$ cat src/hdl/nearest_box_classifier_unit_defines.svh
// Assertion macros shared by the classifier.
`ifndef NEAREST_BOX_CLASSIFIER_UNIT_DEFINES_SVH
`define NEAREST_BOX_CLASSIFIER_UNIT_DEFINES_SVH

// The consequent must hold in the same cycle as the antecedent.
`define NBC_ASSERT_NOW(label, ante, cons, msg) \
	label: assert property (@(posedge clk) disable iff (!arst_n) (ante) |-> (cons)) \
		else $error(msg);

// The consequent must hold in the cycle after the antecedent.
`define NBC_ASSERT_NEXT(label, ante, cons, msg) \
	label: assert property (@(posedge clk) disable iff (!arst_n) (ante) |=> (cons)) \
		else $error(msg);

`endif

$ cat src/hdl/nbc_pkg.sv
package nbc_pkg;

	localparam int unsigned NUM_ENTRIES = 32;
	localparam int unsigned COORD_BITS  = 16;
	localparam int unsigned NUM_AXES    = 6;

	localparam int unsigned IDX_W  = (NUM_ENTRIES > 1) ? $clog2(NUM_ENTRIES) : 1;
	localparam int unsigned CMP_W  = (IDX_W > 5) ? IDX_W : 5;
	localparam int unsigned USE_W  = (IDX_W + 1 > 6) ? IDX_W + 1 : 6;
	localparam int unsigned GAP_W  = COORD_BITS;
	localparam int unsigned SQ_W   = 2 * COORD_BITS;
	localparam int unsigned PAIR_W = SQ_W + 1;
	localparam int unsigned DIST_W = SQ_W + 3;

	// Request codes.
	localparam logic REQ_LOAD  = 1'b0;
	localparam logic REQ_QUERY = 1'b1;

	// Register indexes.
	localparam logic REG_ENTRIES_IN_USE = 1'b0;
	localparam logic REG_FALLBACK_CLASS = 1'b1;

	// Axis codes.
	localparam logic [2:0] AXIS_TEMPERATURE = 3'd0;
	localparam logic [2:0] AXIS_HUMIDITY    = 3'd1;
	localparam logic [2:0] AXIS_CONTINENT   = 3'd2;
	localparam logic [2:0] AXIS_EROSION     = 3'd3;
	localparam logic [2:0] AXIS_RIDGE       = 3'd4;
	localparam logic [2:0] AXIS_WEIRD       = 3'd5;

	// A load beat carries its bound pair in the first two coordinate slots.
	localparam int unsigned SLOT_LOW  = 0;
	localparam int unsigned SLOT_HIGH = 1;

	typedef logic signed [COORD_BITS-1:0] coord_t;
	typedef logic [GAP_W-1:0]  gap_t;
	typedef logic [SQ_W-1:0]   sq_t;
	typedef logic [PAIR_W-1:0] pair_t;
	typedef logic [DIST_W-1:0] dist_t;

	// One beat travelling along the row of cells.
	typedef struct packed {
		logic                      load;
		logic [4:0]                entry;
		logic [2:0]                axis;
		coord_t [NUM_AXES-1:0]     coord;
	} item_t;

	// Running best match handed from cell to cell.
	typedef struct packed {
		logic             found;
		dist_t            total;
		logic [IDX_W-1:0] idx;
	} best_t;

endpackage

$ cat src/hdl/nbc_cell.sv
module nbc_cell
	import nbc_pkg::*;
(
	input  logic             clk,
	input  logic             arst_n,
	input  logic [IDX_W-1:0] cell_idx,
	input  logic             in_use,
	input  logic             item_vld_in,
	input  item_t            item_in,
	input  best_t            best_in,
	output logic             item_vld_out,
	output item_t            item_out,
	output logic             best_vld_out,
	output best_t            best_out
);

	logic   item_vld_q;
	item_t  item_q;
	coord_t lo_q [NUM_AXES];
	coord_t hi_q [NUM_AXES];

	logic  qry_s1, qry_s2, qry_s3;
	gap_t  gap_s1  [NUM_AXES];
	sq_t   sq_s2   [NUM_AXES];
	pair_t pair_s3 [NUM_AXES/2];

	logic  best_vld_q;
	best_t best_q;

	gap_t                  gap_d [NUM_AXES];
	logic [COORD_BITS:0]   dlo   [NUM_AXES];
	logic [COORD_BITS:0]   dhi   [NUM_AXES];
	dist_t                 sum;
	logic                  take;
	logic                  wr_hit;

	assign wr_hit = item_vld_q && (item_q.load == REQ_LOAD) &&
	                (CMP_W'(item_q.entry) == CMP_W'(cell_idx));

	// Distance outside the bound pair; with an inverted pair no coordinate lies inside.
	always_comb begin
		for (int a = 0; a < NUM_AXES; a++) begin
			dlo[a] = {lo_q[a][COORD_BITS-1], lo_q[a]} -
			         {item_q.coord[a][COORD_BITS-1], item_q.coord[a]};
			dhi[a] = {item_q.coord[a][COORD_BITS-1], item_q.coord[a]} -
			         {hi_q[a][COORD_BITS-1], hi_q[a]};
			if ($signed(item_q.coord[a]) < $signed(lo_q[a])) begin
				gap_d[a] = dlo[a][GAP_W-1:0];
			end else if ($signed(item_q.coord[a]) > $signed(hi_q[a])) begin
				gap_d[a] = dhi[a][GAP_W-1:0];
			end else begin
				gap_d[a] = '0;
			end
		end
	end

	always_comb begin
		sum = '0;
		for (int p = 0; p < NUM_AXES/2; p++) begin
			sum = sum + DIST_W'(pair_s3[p]);
		end
		take = in_use && (!best_in.found || (sum < best_in.total));
	end

	always_ff @(posedge clk or negedge arst_n) begin
		if (!arst_n) begin
			item_vld_q <= 1'b0;
			qry_s1     <= 1'b0;
			qry_s2     <= 1'b0;
			qry_s3     <= 1'b0;
			best_vld_q <= 1'b0;
		end else begin
			item_vld_q <= item_vld_in;
			qry_s1     <= item_vld_q && (item_q.load == REQ_QUERY);
			qry_s2     <= qry_s1;
			qry_s3     <= qry_s2;
			best_vld_q <= qry_s3;
		end
	end

	always_ff @(posedge clk) begin
		item_q <= item_in;
		for (int a = 0; a < NUM_AXES; a++) begin
			if (wr_hit && (item_q.axis == 3'(a))) begin
				lo_q[a] <= item_q.coord[SLOT_LOW];
				hi_q[a] <= item_q.coord[SLOT_HIGH];
			end
			gap_s1[a] <= gap_d[a];
			sq_s2[a]  <= SQ_W'(gap_s1[a]) * SQ_W'(gap_s1[a]);
		end
		for (int p = 0; p < NUM_AXES/2; p++) begin
			pair_s3[p] <= PAIR_W'(sq_s2[2*p]) + PAIR_W'(sq_s2[2*p+1]);
		end
		if (take) begin
			best_q.found <= 1'b1;
			best_q.total <= sum;
			best_q.idx   <= cell_idx;
		end else begin
			best_q <= best_in;
		end
	end

	assign item_vld_out = item_vld_q;
	assign item_out     = item_q;
	assign best_vld_out = best_vld_q;
	assign best_out     = best_q;

endmodule

$ cat config.mk
export PLATFORM = sky130hd
export DESIGN_NAME = nbc_cell
export DESIGN_NICKNAME = d
export VERILOG_FILES = /design/src/hdl/nearest_box_classifier_unit_defines.svh /design/src/hdl/nbc_pkg.sv /design/src/hdl/nbc_cell.sv
export SDC_FILE = /design/constraint.sdc
export NUM_CORES = 2
export LEC_CHECK = 0
export ABC_AREA = 1
export BUFFER_PORTS_ARGS = -buffer_cell sky130_fd_sc_hd__buf_2
export CELL_PAD_IN_SITES_DETAIL_PLACEMENT = 0
export CELL_PAD_IN_SITES_GLOBAL_PLACEMENT = 1
export CORE_ASPECT_RATIO = 1.25
export CORE_MARGIN = 2
export CORE_UTILIZATION = 43
export DETAILED_ROUTE_END_ITERATION = 8
export PLACE_DENSITY = 0.78
export REMOVE_ABC_BUFFERS = 1
export SYNTH_ARGS = -nofsm -noshare
export SYNTH_HDL_FRONTEND = slang
export SYNTH_SLANG_ARGS = --single-unit
$ cat constraint.sdc
create_clock -name clk -period 7.8 [get_ports clk]
set_clock_uncertainty 0.1 [all_clocks]
set_input_delay 1.17 -clock clk [delete_from_list [all_inputs] [get_ports clk]]
set_output_delay 1.17 -clock clk [all_outputs]
set_load 0.005 [all_outputs]
==> flow_summary_export.csv <==
group,metric,value,unit
status,status,"finished, final reports clean",
floorplanning,die-area,199600,um2
run,max-cap-violations,0,
worst_setup_path,worstReg2RegEnd,"sq_s2[3][18]",
floorplanning,initial_core_util,43.28,%
global_routing,grtUsageTotal,25.33,%
worst_setup_path,cp-start-kind,"flip-flop",
sta,hold_viol,0,
route,drc,0,
worst_setup_path,path_common_cell,"fa_1",
synth,async_reset_ff_share,0.6906,%
global_routing,grt_pass1_vias,72560,
route,wirelength,249600,um
worst_setup_path,arrival,6750,ps
worst_setup_path,worstSetupStartpoint,"gap_s1[3][2]",
placed_design,placedCellCount,13470,
worst_setup_path,slowest_stage,"dfxtp_1",
global_routing,antenna_found_initial,15,
floorplanning,ioPinCount,303,
synth,synth_most_common_cell,"nand2_1",
clock_tree,clk_latency,750,ps
floorplanning,die_x,400.0,um
sta,tightestPinTransition,1063,ps
route,ant_nets,0,
clock_tree,cts_root_buffer,"clkbuf_16",
clock_tree,cts_hold_buf,0,
route,dr.pass1.iters,6,
final_layout,nets,13130,
final_layout,area_growth,8.534,%
final_layout,final_cells,13630,
synth,synth_area,84300,um2
worst_setup_path,cp_cell_sequence,"nand2_1, fa_1, fa_1, inv_1, fa_1, fa_1, fa_1, inv_1, fa_1, inv_1, ha_1, a21o_1, a31oi_1, nand3_1, nand2_1, nand2_1, xor2_1",
clock_tree,numCtsBuffers,85,
synth,synth-main-ff-cell,"dfxtp_1",
route,wl_per_cell,18.32,um
worst_setup_path,crit_end,"sq_s2[3][18]",
global_routing,grt_start_max_net_pins,42,
synth,synth_edf_count,192,
final_layout,drive_above_1_share,5.043,%
sta,period_share,80.19,%
synth,ys_top_cells_by_count,"nand2_1, inv_1, fa_1",
placed_design,port_buffers,302,
worst_setup_path,crit_cells,17,
placed_design,hpwl,211200,um
worst_setup_path,crit_required,8300,ps
worst_setup_path,r2r_cells,17,
hold_path,hold_path_class,"in -> async",
synth,yosysWarningCount,0,
synth,synth_area_leader_cell,"fa_1",
synth,ys_ff_latch,724,
worst_setup_path,cp.buffers_inverters,3,
clock_tree,tritoncts,"done",
synth,syn_inst,10770,
synth,yosysSeqAreaShare,19.50,%
synth,syn_area_per_cell,7.826,um2
synth,synth.top_cell.area_share,24.17,%
worst_setup_path,r2r_start,"gap_s1[3][2]",
synth,yosysUniqueCellTypes,49,
sta,tns,0,ps
placed_design,dp_slack,1573,ps
worst_setup_path,path_delay_family,"adder cells",
floorplanning,core,194800,um2
sta,setup_viol,0,
worst_setup_path,r2r_slack,1550,ps
clock_tree,clock-sinks,724,
placed_design,gp_congestion,0.9471,
clock_tree,htreeDepth,3,
clock_tree,cts_setup_buffers,0,
route,drt_iter0_drc,3630,
route,vias,68070,
worst_setup_path,path_class,"reg -> reg",
sta,worst_slack,1545,ps
worst_setup_path,end_kind,"flip-flop",
clock_tree,cts_max_path_buffers,3,
sta,rsz0062_at_grt,"false",
worst_setup_path,worst_path_largest_cell_delay,1010,ps
sta,layout_min_cycle_time,6255,ps
clock_tree,path_clk_slew,60,ps
synth,synth_area_leaders,"fa_1, ha_1, dfxtp_1",
global_routing,grt_first_pass_wirelength,393600,um
sta,fmax,159.9,MHz
floorplanning,rows,181,
route,via_per_inst,4.994,
sta,drv_slew,0,
clock_tree,ctsResizeCount,0,
sta,max_slew_margin,29.03,%
floorplanning,die_h,499.0,um
global_routing,overflow,0,
worst_setup_path,worstPathMaxFanout,18,
## worst min path at each step
stage / start / endpoint / slack (ps) / cells after the start
finish: arst_n / item_vld_out / 150 / 1
global route: arst_n / item_vld_out / 120 / 1
CTS: arst_n / item_vld_out / 90 / 1
detailed placement: qry_s1 / qry_s2 / 240 / 0
global placement: qry_s2 / qry_s3 / 240 / 0
floorplan: qry_s3 / best_vld_out / 230 / 0
## cell usage in the layout (no fill, tap or decap), types with 6 or more instances in the layout
cell,synthesis,final
nand2_1,2620,2620
inv_1,2573,2573
fa_1,1018,1018
ha_1,959,959
nor2_1,566,562
a21oi_1,535,535
dfxtp_1,527,527
nand3_1,426,426
xor2_1,311,311
buf_2,8,302
o21ai_0,225,225
edfxtp_1,192,192
xnor2_1,101,101
clkbuf_16,0,88
nand4_1,82,82
nor3_1,74,72
o21bai_1,70,70
a21o_1,51,51
nand3b_1,47,47
buf_4,5,45
nor4_1,24,24
or2_2,23,23
and2_1,21,21
o21a_1,21,21
a31oi_1,12,12
clkbuf_1,183,12
clkbuf_8,0,12
a21boi_0,11,11
and3_1,9,9
inv_8,0,8
inv_6,0,7
a31o_2,6,6
nand2_2,6,6
inv_2,6,6
bufinv_16,0,6
## state kept, by name, summed over array words and instances (netlist names)
name          count
pair_s3          99
qry_s2            1
item_vld_out      1
hi_q             96
best_vld_out      1
qry_s1            1
sq_s2           186
best_out         41
lo_q             96
item_out        105
gap_s1           96
qry_s3            1
## cells by family (layout without fill, tap and decap cells)
group / Yosys count / in the layout / share of synthesized area (%)
AO/OA/AOI/OAI: 949 / 949 / 6.200
XOR/XNOR: 412 / 412 / 4.280
adder cells (fa/ha/maj): 1977 / 1977 / 38.41
buffers and inverters: 2791 / 3083 / 12.54
flip-flops: 724 / 724 / 19.50
other: 0 / 4 / 0
AND/OR/NAND/NOR: 3919 / 3919 / 19.07
## stage by stage
step	hold slack, ps	instance area (um2)	util [%]
finish	146.0	91500	46.98
global placement	240.0	88480	45.43
floorplan	231.2	83410	-
CTS	85.43	91490	46.97
detailed placement	241.8	88480	45.43
global route	119.5	91490	46.97
## final cells by class
type | instances | area, um2
antenna | 4 | 10.01
clock buffer | 112 | 2412
clock inverter | 45 | 589.3
fill | 19690 | 103300
inverter | 2579 | 9681
multi-input combinational | 7257 | 57310
sequential | 724 | 16440
tap | 2562 | 3206
timing repair buffer | 347 | 1849
## layer usage
layer	share of wire, %	wire (um)	GRT usage (%)
met1	40	99850	29.57
met2	52	129000	46.78
met3	3.8	9521	2.467
met4	4.5	11230	10.58
met5	0.011	27	0
Power is not shown: default switching activity piles up to over one toggle a cycle in this logic, so the estimate is an artifact.
